## config.mk

```make
export PLATFORM = sky130hd
export DESIGN_NAME = static_linked_list_engine
export DESIGN_NICKNAME = d
export VERILOG_FILES = /design/src/hw/rtl/sll_pkg.sv /design/src/hw/rtl/sll_ram.sv /design/src/hw/rtl/sll_ctrl.sv /design/src/hw/rtl/sll_dp.sv /design/src/hw/rtl/static_linked_list_engine.sv
export SDC_FILE = /design/constraint.sdc
export NUM_CORES = 1
export LEC_CHECK = 0
export CAP_MARGIN = 15
export CORE_UTILIZATION = 55
export CTS_CLUSTER_DIAMETER = 40
export DETAILED_ROUTE_END_ITERATION = 8
export DONT_BUFFER_PORTS = 1
export PLACE_DENSITY = 0.7
export SYNTH_ARGS = -nofsm -noshare
export SYNTH_HDL_FRONTEND = slang
export SYNTH_SLANG_ARGS = --single-unit
```

## constraint.sdc

```tcl
create_clock -name i_clk -period 5.7 [get_ports i_clk]
set_input_delay 1.14 -clock i_clk [delete_from_list [all_inputs] [get_ports i_clk]]
set_output_delay 1.14 -clock i_clk [all_outputs]
set_load 0.05 [all_outputs]
```

## src/hw/rtl/sll_pkg.sv

```systemverilog
// Shared types and constants for the static linked list engine.
// No dependencies; every other file except sll_ram imports this package.
package sll_pkg;

    localparam int SLOTS_DEF = 64;
    localparam int POS_W     = 6;
    localparam int VAL_W     = 8;
    localparam int COUNT_W   = 6;

    typedef enum logic [1:0] {
        OP_INSERT   = 2'd0,
        OP_DELETE   = 2'd1,
        OP_TRAVERSE = 2'd2,
        OP_LENGTH   = 2'd3
    } t_op;

    typedef enum logic [1:0] {
        ST_OK     = 2'd0,
        ST_BADPOS = 2'd1,
        ST_FULL   = 2'd2
    } t_status;

    typedef struct packed {
        t_op              operation;
        logic [POS_W-1:0] position;
        logic [VAL_W-1:0] value;
    } t_in_item;

    typedef struct packed {
        t_status            status;
        logic [VAL_W-1:0]   element;
        logic [COUNT_W-1:0] count;
        logic               last;
        logic               empty_res;
    } t_res_item;

    typedef enum logic [2:0] {
        S_IDLE,
        S_DECODE,
        S_WALK,
        S_ALLOC,
        S_SPLICE,
        S_UNLINK,
        S_RELEASE,
        S_TRAVERSE
    } t_state;

    // Controller to datapath commands
    typedef struct packed {
        logic    latch;
        logic    walk_init;
        logic    walk_step;
        logic    rd_free;
        logic    alloc;
        logic    splice;
        logic    unlink;
        logic    release_slot;
        logic    emit;
        t_status emit_status;
        logic    emit_elem;
        logic    emit_last;
        logic    emit_empty;
    } t_dp_cmd;

    // Datapath to controller status
    typedef struct packed {
        t_op  op;
        logic pos_bad;
        logic full;
        logic list_empty;
        logic steps_done;
        logic link_end;
    } t_dp_stat;

endpackage

```

## src/hw/rtl/sll_ram.sv

```systemverilog
// Generic simple dual-port RAM: one write port, one read port, registered read.
// No dependencies.
module sll_ram #(
    parameter int WIDTH = 8,
    parameter int DEPTH = 64
) (
    input  logic                     i_clk,
    input  logic                     i_we,
    input  logic [$clog2(DEPTH)-1:0] i_waddr,
    input  logic [WIDTH-1:0]         i_wdata,
    input  logic [$clog2(DEPTH)-1:0] i_raddr,
    output logic [WIDTH-1:0]         o_rdata
);

    logic [WIDTH-1:0] r_mem [DEPTH];
    logic [WIDTH-1:0] r_rdata;

    always_ff @(posedge i_clk) begin
        if (i_we) begin
            r_mem[i_waddr] <= i_wdata;
        end
        r_rdata <= r_mem[i_raddr];
    end

    assign o_rdata = r_rdata;

endmodule

```

## src/hw/rtl/sll_ctrl.sv

```systemverilog
// Sequencer for the linked list engine: decodes operations and steps the datapath.
// Depends on sll_pkg.
module sll_ctrl
    import sll_pkg::*;
(
    input  logic     i_clk,
    input  logic     i_rst_n,
    input  logic     i_start,
    input  t_dp_stat i_stat,
    output t_dp_cmd  o_cmd,
    output logic     o_busy
);

    t_state r_state;
    t_state n_state;

    always_ff @(posedge i_clk) begin
        if (!i_rst_n) begin
            r_state <= S_IDLE;
        end else begin
            r_state <= n_state;
        end
    end

    always_comb begin
        n_state           = r_state;
        o_cmd             = '0;
        o_cmd.emit_status = ST_OK;
        o_busy            = 1'b1;
        case (r_state)
            S_IDLE: begin
                o_busy = 1'b0;
                if (i_start) begin
                    o_cmd.latch = 1'b1;
                    n_state     = S_DECODE;
                end
            end
            S_DECODE: begin
                case (i_stat.op)
                    OP_INSERT: begin
                        if (i_stat.pos_bad) begin
                            o_cmd.emit        = 1'b1;
                            o_cmd.emit_status = ST_BADPOS;
                            o_cmd.emit_last   = 1'b1;
                            n_state           = S_IDLE;
                        end else if (i_stat.full) begin
                            o_cmd.emit        = 1'b1;
                            o_cmd.emit_status = ST_FULL;
                            o_cmd.emit_last   = 1'b1;
                            n_state           = S_IDLE;
                        end else begin
                            o_cmd.walk_init = 1'b1;
                            n_state         = S_WALK;
                        end
                    end
                    OP_DELETE: begin
                        if (i_stat.pos_bad) begin
                            o_cmd.emit        = 1'b1;
                            o_cmd.emit_status = ST_BADPOS;
                            o_cmd.emit_last   = 1'b1;
                            n_state           = S_IDLE;
                        end else begin
                            o_cmd.walk_init = 1'b1;
                            n_state         = S_WALK;
                        end
                    end
                    OP_TRAVERSE: begin
                        if (i_stat.list_empty) begin
                            o_cmd.emit       = 1'b1;
                            o_cmd.emit_last  = 1'b1;
                            o_cmd.emit_empty = 1'b1;
                            n_state          = S_IDLE;
                        end else begin
                            o_cmd.walk_init = 1'b1;
                            n_state         = S_TRAVERSE;
                        end
                    end
                    default: begin
                        o_cmd.emit      = 1'b1;
                        o_cmd.emit_last = 1'b1;
                        n_state         = S_IDLE;
                    end
                endcase
            end
            S_WALK: begin
                if (!i_stat.steps_done) begin
                    o_cmd.walk_step = 1'b1;
                end else if (i_stat.op == OP_INSERT) begin
                    // fetch the link of the free stack top for the pop
                    o_cmd.rd_free = 1'b1;
                    n_state       = S_ALLOC;
                end else begin
                    n_state = S_UNLINK;
                end
            end
            S_ALLOC: begin
                o_cmd.alloc = 1'b1;
                n_state     = S_SPLICE;
            end
            S_SPLICE: begin
                o_cmd.splice    = 1'b1;
                o_cmd.emit      = 1'b1;
                o_cmd.emit_last = 1'b1;
                n_state         = S_IDLE;
            end
            S_UNLINK: begin
                o_cmd.unlink = 1'b1;
                n_state      = S_RELEASE;
            end
            S_RELEASE: begin
                o_cmd.release_slot = 1'b1;
                o_cmd.emit         = 1'b1;
                o_cmd.emit_last    = 1'b1;
                n_state            = S_IDLE;
            end
            S_TRAVERSE: begin
                o_cmd.walk_step = 1'b1;
                o_cmd.emit      = 1'b1;
                o_cmd.emit_elem = 1'b1;
                o_cmd.emit_last = i_stat.link_end;
                if (i_stat.link_end) begin
                    n_state = S_IDLE;
                end
            end
            default: begin
                n_state = S_IDLE;
            end
        endcase
    end

endmodule

```

## src/hw/rtl/sll_dp.sv

```systemverilog
// Datapath of the linked list engine: pointers, counters, link and value memories,
// result register. Depends on sll_pkg and sll_ram.
module sll_dp
    import sll_pkg::*;
#(
    parameter int SLOTS = SLOTS_DEF
) (
    input  logic      i_clk,
    input  logic      i_rst_n,
    input  t_in_item  i_item,
    input  t_dp_cmd   i_cmd,
    output t_dp_stat  o_stat,
    output logic      o_res_strobe,
    output t_res_item o_res
);

    localparam int AW = $clog2(SLOTS);
    localparam int PW = ((AW > POS_W) ? AW : POS_W) + 1;
    localparam logic [AW-1:0] CAPACITY = AW'(SLOTS - 2);

    t_op              r_op;
    logic [POS_W-1:0] r_pos;
    logic [VAL_W-1:0] r_val;
    logic [POS_W-1:0] r_steps;
    logic [AW-1:0]    r_head;   // first list slot, 0 when empty
    logic [AW-1:0]    r_free;   // top of recycled-slot stack, 0 when empty
    logic [AW-1:0]    r_fresh;  // next never-used slot
    logic [AW-1:0]    r_count;
    logic [AW-1:0]    r_prev;
    logic             r_prev_head;
    logic [AW-1:0]    r_cur;
    logic [AW-1:0]    r_slot;
    logic             r_res_strobe;
    t_res_item        r_res;

    logic [AW-1:0]    n_count;
    logic [AW-1:0]    rd_addr;
    logic [AW-1:0]    link_rdata;
    logic [VAL_W-1:0] val_rdata;
    logic             link_we;
    logic [AW-1:0]    link_waddr;
    logic [AW-1:0]    link_wdata;
    logic [AW-1:0]    alloc_slot;
    logic             stack_empty;
    logic [PW-1:0]    pos_ext;
    logic [PW-1:0]    cnt_ext;
    logic [PW-1:0]    out_cnt_ext;

    assign stack_empty = (r_free == '0);
    assign alloc_slot  = stack_empty ? r_fresh : r_free;
    assign pos_ext     = PW'(r_pos);
    assign cnt_ext     = PW'(r_count);

    always_comb begin
        n_count = r_count;
        if (i_cmd.splice) begin
            n_count = r_count + AW'(1);
        end else if (i_cmd.release_slot) begin
            n_count = r_count - AW'(1);
        end
    end

    assign out_cnt_ext = PW'(n_count);

    // read address follows the cursor, so each walk step reads the next link as the cursor advances
    always_comb begin
        if (i_cmd.walk_init) begin
            rd_addr = r_head;
        end else if (i_cmd.walk_step) begin
            rd_addr = link_rdata;
        end else if (i_cmd.rd_free) begin
            rd_addr = r_free;
        end else begin
            rd_addr = r_cur;
        end
    end

    always_comb begin
        link_we    = 1'b0;
        link_waddr = r_cur;
        link_wdata = r_free;
        if (i_cmd.alloc) begin
            link_we    = 1'b1;
            link_waddr = alloc_slot;
            link_wdata = r_cur;
        end else if (i_cmd.splice) begin
            link_we    = !r_prev_head;
            link_waddr = r_prev;
            link_wdata = r_slot;
        end else if (i_cmd.unlink) begin
            link_we    = !r_prev_head;
            link_waddr = r_prev;
            link_wdata = link_rdata;
        end else if (i_cmd.release_slot) begin
            link_we    = 1'b1;
            link_waddr = r_cur;
            link_wdata = r_free;
        end
    end

    sll_ram #(
        .WIDTH(AW),
        .DEPTH(SLOTS)
    ) u_link_ram (
        .i_clk  (i_clk),
        .i_we   (link_we),
        .i_waddr(link_waddr),
        .i_wdata(link_wdata),
        .i_raddr(rd_addr),
        .o_rdata(link_rdata)
    );

    sll_ram #(
        .WIDTH(VAL_W),
        .DEPTH(SLOTS)
    ) u_value_ram (
        .i_clk  (i_clk),
        .i_we   (i_cmd.alloc),
        .i_waddr(alloc_slot),
        .i_wdata(r_val),
        .i_raddr(rd_addr),
        .o_rdata(val_rdata)
    );

    // payload, walk, slot and result registers
    always_ff @(posedge i_clk) begin
        if (i_cmd.latch) begin
            r_op  <= i_item.operation;
            r_pos <= i_item.position;
            r_val <= i_item.value;
        end
        if (i_cmd.walk_init) begin
            r_prev_head <= 1'b1;
            r_cur       <= r_head;
            r_steps     <= r_pos - POS_W'(1);
        end else if (i_cmd.walk_step) begin
            r_prev_head <= 1'b0;
            r_prev      <= r_cur;
            r_cur       <= link_rdata;
            r_steps     <= r_steps - POS_W'(1);
        end
        if (i_cmd.alloc) begin
            r_slot <= alloc_slot;
        end
        r_res.status    <= i_cmd.emit_status;
        r_res.element   <= i_cmd.emit_elem ? val_rdata : '0;
        r_res.count     <= out_cnt_ext[COUNT_W-1:0];
        r_res.last      <= i_cmd.emit_last;
        r_res.empty_res <= i_cmd.emit_empty;
    end

    // list control state
    always_ff @(posedge i_clk) begin
        if (!i_rst_n) begin
            r_head       <= '0;
            r_free       <= '0;
            r_fresh      <= AW'(1);
            r_count      <= '0;
            r_res_strobe <= 1'b0;
        end else begin
            r_count      <= n_count;
            r_res_strobe <= i_cmd.emit;
            if (i_cmd.alloc) begin
                if (stack_empty) begin
                    r_fresh <= r_fresh + AW'(1);
                end else begin
                    r_free <= link_rdata;
                end
            end
            if (i_cmd.splice && r_prev_head) begin
                r_head <= r_slot;
            end
            if (i_cmd.unlink && r_prev_head) begin
                r_head <= link_rdata;
            end
            if (i_cmd.release_slot) begin
                r_free <= r_cur;
            end
        end
    end

    always_comb begin
        o_stat.op         = r_op;
        o_stat.pos_bad    = (r_pos == '0) ||
                            ((r_op == OP_INSERT) ? (pos_ext > cnt_ext + PW'(1))
                                                 : (pos_ext > cnt_ext));
        o_stat.full       = (r_count == CAPACITY);
        o_stat.list_empty = (r_head == '0);
        o_stat.steps_done = (r_steps == '0);
        o_stat.link_end   = (link_rdata == '0);
    end

    assign o_res_strobe = r_res_strobe;
    assign o_res        = r_res;

endmodule

```

## src/hw/rtl/static_linked_list_engine.sv

```systemverilog
// Top level of the static linked list engine: controller plus datapath.
// Depends on sll_pkg, sll_ctrl, sll_dp (and sll_ram below it).
//
//   channel   direction   handshake                  payload
//   command   in          start high, busy low       i_item  (t_in_item)
//   result    out         o_res_strobe, one cycle    o_res   (t_res_item)
//
// Length query and rejected operations give their result straight from decode. Insert
// and delete at position p walk p - 1 steps, one link memory read per walk step, then
// allocate and splice, or unlink and release. Traverse: one element per cycle.
// Busy drops in the cycle that carries the final result, so the next command can
// transfer at the edge that takes it. Synchronous reset, no clearing pass: a command
// is taken the cycle after reset. The receiver cannot stall.
module static_linked_list_engine
    import sll_pkg::*;
#(
    parameter int SLOTS = SLOTS_DEF
) (
    input  logic      i_clk,
    input  logic      i_rst_n,
    input  logic      start,
    output logic      busy,
    input  t_in_item  i_item,
    output logic      o_res_strobe,
    output t_res_item o_res
);

    t_dp_cmd  cmd;
    t_dp_stat stat;

    sll_ctrl u_ctrl (
        .i_clk  (i_clk),
        .i_rst_n(i_rst_n),
        .i_start(start),
        .i_stat (stat),
        .o_cmd  (cmd),
        .o_busy (busy)
    );

    sll_dp #(
        .SLOTS(SLOTS)
    ) u_dp (
        .i_clk       (i_clk),
        .i_rst_n     (i_rst_n),
        .i_item      (i_item),
        .i_cmd       (cmd),
        .o_stat      (stat),
        .o_res_strobe(o_res_strobe),
        .o_res       (o_res)
    );

endmodule

```

# Yosys cells after proc, flatten, opt, wreduce, memory -nomap -nowiden
# Memory sizes are Yosys's and may differ from the RTL's. A register that Yosys moved wholly into a read port is not among the register bits.
# Cells that the tools add are included.
# Widths: inputs -> output; s select.
[totals]
register_bits = 87
ramBits = 896
in_bits = 19
output_inout_bits = 20
word_cells = 137
n_memories = 2
[memory_table]
columns = ["name", "depth", "word_bits", "read_ports", "rd_ports_with_merged_regs", "wr", "line_no", "text"]
rows = [
  ["u_dp.u_value_ram.r_mem", 64, 8, 1, 1, 1, "sll_ram.sv:15", "logic [WIDTH-1:0] r_mem [DEPTH];"],
  ["u_dp.u_link_ram.r_mem", 64, 6, 1, 1, 1, "sll_ram.sv:15", ""],
]
[op_classes]
addsub = 6
order_cmp = 2
n_eq_ne = 14
muxes = 72
bitwise = 1
reduce_logical = 21
[ops]
columns = ["cell", "count"]
rows = [
  ["$mux 6", 21],
  ["$logic_not 6->1", 5],
  ["$mux 1", 30],
  ["$mux 3", 9],
  ["$pmux 3 s7", 1],
  ["$sub 6x1->6 const B", 3],
  ["$add 6x1->6 const B", 2],
  ["$eq 3x3->1 const B", 4],
  ["$pmux 1 s3", 4],
  ["$pmux 3 s3", 1],
  ["$reduce_and 2->1", 4],
  ["$add 6x1->7 const B", 1],
  ["$gt 6x7->1", 1],
  ["$eq 3x2->1 const B", 2],
  ["$eq 6x6->1 const B", 1],
  ["$gt 6x6->1", 1],
  ["$mux 2", 3],
  ["$ne 2x2->1 const B", 3],
  ["$reduce_bool 2->1", 3],
  ["$pmux 1 s2", 2],
  ["$pmux 2 s2", 1],
  ["$eq 3x1->1 const B", 1],
  ["$logic_not 3->1", 1],
  ["$reduce_and 3->1", 1],
  ["10 further kinds", 11],
]

# Depth between registers and ports, before layout
[logic_depth]
ltp_word = 9
ltp_mapped = 23
depth_no_buf = 17

# Cells and area by module
# A second synthesis with hierarchy kept.
[unflattened]
cells_unflattened = 2100
area_unflattened_um2 = 39824.4
[modules_own_cells]
columns = ["mod", "n_inst", "cells_per_inst", "area_per_inst_um2", "seq_area_each_um2"]
rows = [
  ["sll_ram at u_dp.u_value_ram", 1, 940, 20166.8, 15534.9],
  ["sll_ram at u_dp.u_link_ram", 1, 720, 15225.9, 11651.2],
  ["sll_dp", 1, 388, 4070.2, 2082.0],
  ["sll_ctrl", 1, 52, 361.6, 60.1],
]

# Worst setup path after synthesis
# No wires, ideal clock.
[synth_path]
kind = "register to register"
start = "register u_ctrl.r_state[2]"
end = "memory u_dp.u_link_ram.r_mem[0][0] (netlist name), data pin"
setup_ps = 702
t_arrival_ps = 3370
t_required_ps = 4998
path_slack_ps = 1628
stages_incl_launch_ff = 5
n_path_buf = 3
synth_period_minus_slack_ps = 4072
cell_sequence = "dfxtp_1 -> buf_4 -> clkbuf_1 -> clkbuf_1 -> o21ai_0"
[synth_via]
elab_chain_len = 5
word_cells_on_any_way = 9
cone_classes = "eq/ne: 3; mux: 6"
[synth_lines]
columns = ["item", "line_no", "text"]
rows = [
  ["start, declared", "sll_ctrl.sv:14", "t_state r_state;"],
  ["start signal, assigned", "sll_ctrl.sv:21", "r_state <= n_state;"],
  ["$eq 3x3->1", "sll_ctrl.sv:30", "case (r_state)"],
  ["$mux 1", "sll_ctrl.sv:30", ""],
  ["$mux 6", "sll_dp.sv:90", "end else if (i_cmd.unlink) begin"],
  ["$mux 6", "sll_dp.sv:86", "end else if (i_cmd.splice) begin"],
  ["$mux 6 (*)", "sll_dp.sv:82", "if (i_cmd.alloc) begin"],
  ["named net u_dp.link_wdata[0]", "sll_dp.sv:42", "logic [AW-1:0] link_wdata;"],
  ["end, declared", "sll_ram.sv:15", ""],
]
# The timed path passes the listed nets; every way through them passes the cells marked *.

# Final worst setup path
[layout_path]
start = "register u_dp.r_count[1]"
end = "register u_dp.u_link_ram.r_rdata[0] (netlist: u_dp.u_link_ram.o_rdata[0]) (read register of u_dp.u_link_ram.r_mem)"
[layout_via]
elab_chain_len = 8
word_cells_on_any_way = 12
cone_classes = "add/sub: 1; order compare: 2; eq/ne: 1; mux: 7; reduce/logical: 1"
[layout_lines]
columns = ["item", "line_no", "text"]
rows = [
  ["start, declared", "sll_dp.sv:28", "logic [AW-1:0] r_count;"],
  ["start signal, assigned", "sll_dp.sv:161", "r_count <= n_count;"],
  ["$add 6x1->7", "sll_dp.sv:185", "((r_op == OP_INSERT) ? (pos_ext > cnt_ext + PW'(1))"],
  ["$gt 6x7->1", "sll_dp.sv:185", ""],
  ["$mux 1", "sll_dp.sv:185", ""],
  ["$logic_or 1x1->1", "sll_dp.sv:184", "o_stat.pos_bad = (r_pos == '0) ||"],
  ["$mux 1, on equally long branches", "sll_ctrl.sv:57, sll_ctrl.sv:41", ""],
  ["$pmux 1 s3 (*)", "sll_ctrl.sv:39", "case (i_stat.op)"],
  ["$mux 1 (*)", "sll_ctrl.sv:30", ""],
  ["$mux 6 (*)", "sll_dp.sv:67", "if (i_cmd.walk_init) begin"],
  ["end, declared", "sll_ram.sv:16", "logic [WIDTH-1:0] r_rdata;"],
]
# Mark *: on every way between the ends. The rest lies on a longest branch, timed or not.
# A chain may end at the register's enable or synchronous reset.

==> flow_summary.json <==
{
  "clk_pin_slew_ns": 0.05,
  "netlist_instances": 3187,
  "place_hpwl_um": 69300,
  "worst_pin_slew_ns": 1.12,
  "wl_met1_um": 42500,
  "synth-main-ff-cell": "edfxtp_1",
  "layout-drive-gt1-share_pct": 11.1,
  "crit_slowest_cell": "o22a_4",
  "max_stage_delay_ns": 0.59,
  "grt_pass1_wl_um": 167000,
  "sequentialPowerShare_pct": 44.0,
  "rsz0062_at_grt": "false",
  "p_leak_uw": 0.0163,
  "arrival_ns": 5.73,
  "num_vias": 27600,
  "clk-insertion-delay-late_ns": 0.72,
  "p_sw_uw": 4730,
  "synth-seq-cells": 997,
  "p_int_uw": 13900,
  "drc": 0,
  "viasPerCell": 6.40,
  "core-area_mm2": 0.0733,
  "dr_wl_met3_um": 11700,
  "gp_congestion": 0.935,
  "area_growth_pct": 14.3,
  "htreeDepth": 4,
  "drtIter0Drc": 4215,
  "fin_crit_sh_pct": 90.2,
  "end_kind": "flop",
  "wl_um": 112000,
  "finalNetCount": 3289,
  "setup_viol": 0,
  "startpoint_type": "flop",
  "grt_max_degree": 78,
  "yosysTopAreaCellShare_pct": 68.7,
  "hp-class": "flop to flop",
  "syn_area_mm2": 0.0409,
  "clock_skew_ns": 0.0259,
  "synth_area_leaders": "edfxtp_1 69%, nand2_1 7.4%, nand3_1 3.0%, dfxtp_1 3.0%, mux2i_1 2.0%",
  "ant_nets": 0,
  "p_clk_share_pct": 44.8,
  "final_hold_viol_count": 0,
  "wl_per_cell_um": 25.9,
  "ys_seq_area_share_pct": 71.7,
  "avgSynthCellArea_um2": 12.8,
  "grt_antenna_before_repair": 3,
  "synthDistinctLibCells": 69,
  "setup_tns_ns": 0,
  "dieWidth_um": 275,
  "synth_edf_count": 936,
  "cts-resized-gates": 0,
  "cts_tree": "built",
  "power_frac_comb_pct": 11.2,
  "max_slew_margin_pct": 24.8,
  "critPathRequiredTime_ns": 6.29,
  "cts_hold_buffers": 0,
  "yosysTopAreaCell": "edfxtp_1",
  "path_cells": "ha_1, nand3_1, xnor2_1, ha_1, nand3_1, a21o_1, a221oi_2, o31a_2, buf_4, o22a_4, buf_12, a311oi_1, o21ai_0, nand4_1, or3_1",
  "max_cap_viol_count": 0,
  "fp.dieArea_mm2": 0.0755,
  "portBuffers": 0,
  "final_util_pct": 63.8,
  "finalPower_uw": 18600,
  "grt-ovfl-total": 0,
  "maxUsedRoutingLayer": "met5",
  "async_flop_share_pct": 0,
  "crit_type": "flop to flop",
  "pin_count": 39,
  "postCtsSetupBuffers": 0,
  "clock_path_buffers": 3,
  "outcome": "finished, final reports clean",
  "num_rows": 99,
  "min_period_ns": 5.14,
  "wl_met2_um": 52600,
  "yosys_warnings": 0,
  "slew_violations": 0,
  "fin_cells": 4315,
  "clkSinkCount": 997,
  "powerDensity_mw_per_mm2": 398,
  "grt_pass1_vias": 26500,
  "ir_worst_vdd_v": 0.000329,
  "initial_core_util_pct": 55.8,
  "synth.net_count": 3223,
  "fmax_mhz": 195,
  "stdcell_area_mm2": 0.0468,
  "root_buffer": "clkbuf_16",
  "die_h_um": 275,
  "cts_buffers": 130,
  "grt.total_usage_pct": 29.9,
  "crit_path_max_fanout": 30,
  "p_sw_share_pct": 25.5,
  "place_inst": 4078,
  "dr.pass1.iters": 6,
  "place_area_mm2": 0.0423,
  "antenna_cells": 0
}
## power groups by stage
stage	registers (uW)	logic, uW	clock network, uW
after floorplan	8320	1280	0
after global placement	8340	1980	0
after detailed placement	8340	2010	0
after CTS	8180	2030	8360
after global routing	8190	2200	8660
final	8190	2080	8330
## metal layers
layer | track usage (%) | vias to the layer above
li1 | - | 12000
met1 | 40.4 | 13500
met2 | 47.2 | 1812
met3 | 6.38 | 332
met4 | 12.8 | 4
met5 | 0 | -
## kinds of logic (layout without fill, tap and decap cells)
kind of cell,after synthesis,after routing,share of synthesized area (%)
XOR/XNOR,19,19,0.407
buffers and inverters,213,382,3.07
flip-flops,997,997,71.7
adder cells (fa/ha/maj),17,17,0.520
AND/OR/NAND/NOR,1449,1449,15.2
AO/OA/AOI/OAI,396,396,6.62
multiplexers,96,96,2.48
## cells in the final DEF (no fill, tap or decap), drive strengths merged, types with 60 or more instances in the layout
master | synthesis | routed
edfxtp | 936 | 936
nand2 | 809 | 809
nand3 | 246 | 246
nor2 | 212 | 212
clkbuf | 52 | 146
buf | 136 | 120
a21oi | 88 | 88
mux2i | 86 | 86
dfxtp | 61 | 61
and3 | 60 | 60
## sequential cells by signal (all words and copies together) (netlist names)
signal	flops
u_dp.r_head	6
u_dp.r_cur	6
u_dp.r_free	6
u_dp.r_steps	6
u_ctrl.r_state	3
u_dp.u_link_ram.r_mem	384
u_dp.u_value_ram.r_mem	512
u_dp.r_fresh	6
u_dp.r_prev	6
u_dp.r_op	2
u_dp.r_prev_head	1
u_dp.o_res	18
u_dp.u_link_ram.o_rdata	6
u_dp.o_res_strobe	1
u_dp.r_pos	6
u_dp.r_val	8
u_dp.r_slot	6
u_dp.r_count	6
u_dp.u_value_ram.o_rdata	8
## cell usage after synthesis, drive strengths merged (9+ instances only)
cell type	instances
o21ai	48
or3	12
a311oi	59
o22ai	29
nand4	26
a221oi	31
mux2	10
nand3	246
a21oi	88
xnor2	10
xor2	9
nor4	11
and2	16
and3	60
mux2i	86
a32oi	25
nor2	212
clkbuf	52
nand2	809
ha	17
inv	25
a31oi	59
edfxtp	936
dfxtp	61
buf	136
nor3	29
## layout make-up
class / count / area, um2
clock inverter: 91 / 1050
fill: 5250 / 26600
sequential: 997 / 29300
timing repair buffer: 122 / 1220
multi-input combinational: 1977 / 10400
clock buffer: 144 / 3430
inverter: 25 / 93.8
tap: 959 / 1200
## critical path, delay by kind of cell, from the launching register on
kind                       cells  cell delay (ns)
AOI/OAI and AO/OA              6             2.17
xor gates and xnor gates       1             0.18
adders and majority gates      2             0.63
buffers and inverters          2             0.55
DFF                            1             0.49
and+or+nand+nor                4             0.97
## stage by stage
stage,hold slack (ns),worst slack (ns)
2_1_floorplan,0.406,1.63
3_3_place_gp,0.455,0.564
3_5_place_dp,0.448,0.657
4_1_cts,0.463,0.644
5_1_grt,0.478,0.351
6_report,0.462,0.559
## worst paths after layout
| check | start | endpoint | depth (start not counted) | slack, ns |
|---|---|---|---|---|
| setup / recovery | u_dp.r_count[1] | u_dp.u_link_ram.o_rdata[0] | 15 | 0.56 |
| hold / removal | u_dp.r_prev_head | u_dp.r_prev_head | 2 | 0.46 |
| setup reg to reg | u_dp.r_count[1] | u_dp.u_link_ram.o_rdata[0] | 15 | 0.56 |
| hold reg to reg | u_dp.r_prev_head | u_dp.r_prev_head | 2 | 0.46 |
Power figures use the tool's default switching activity.
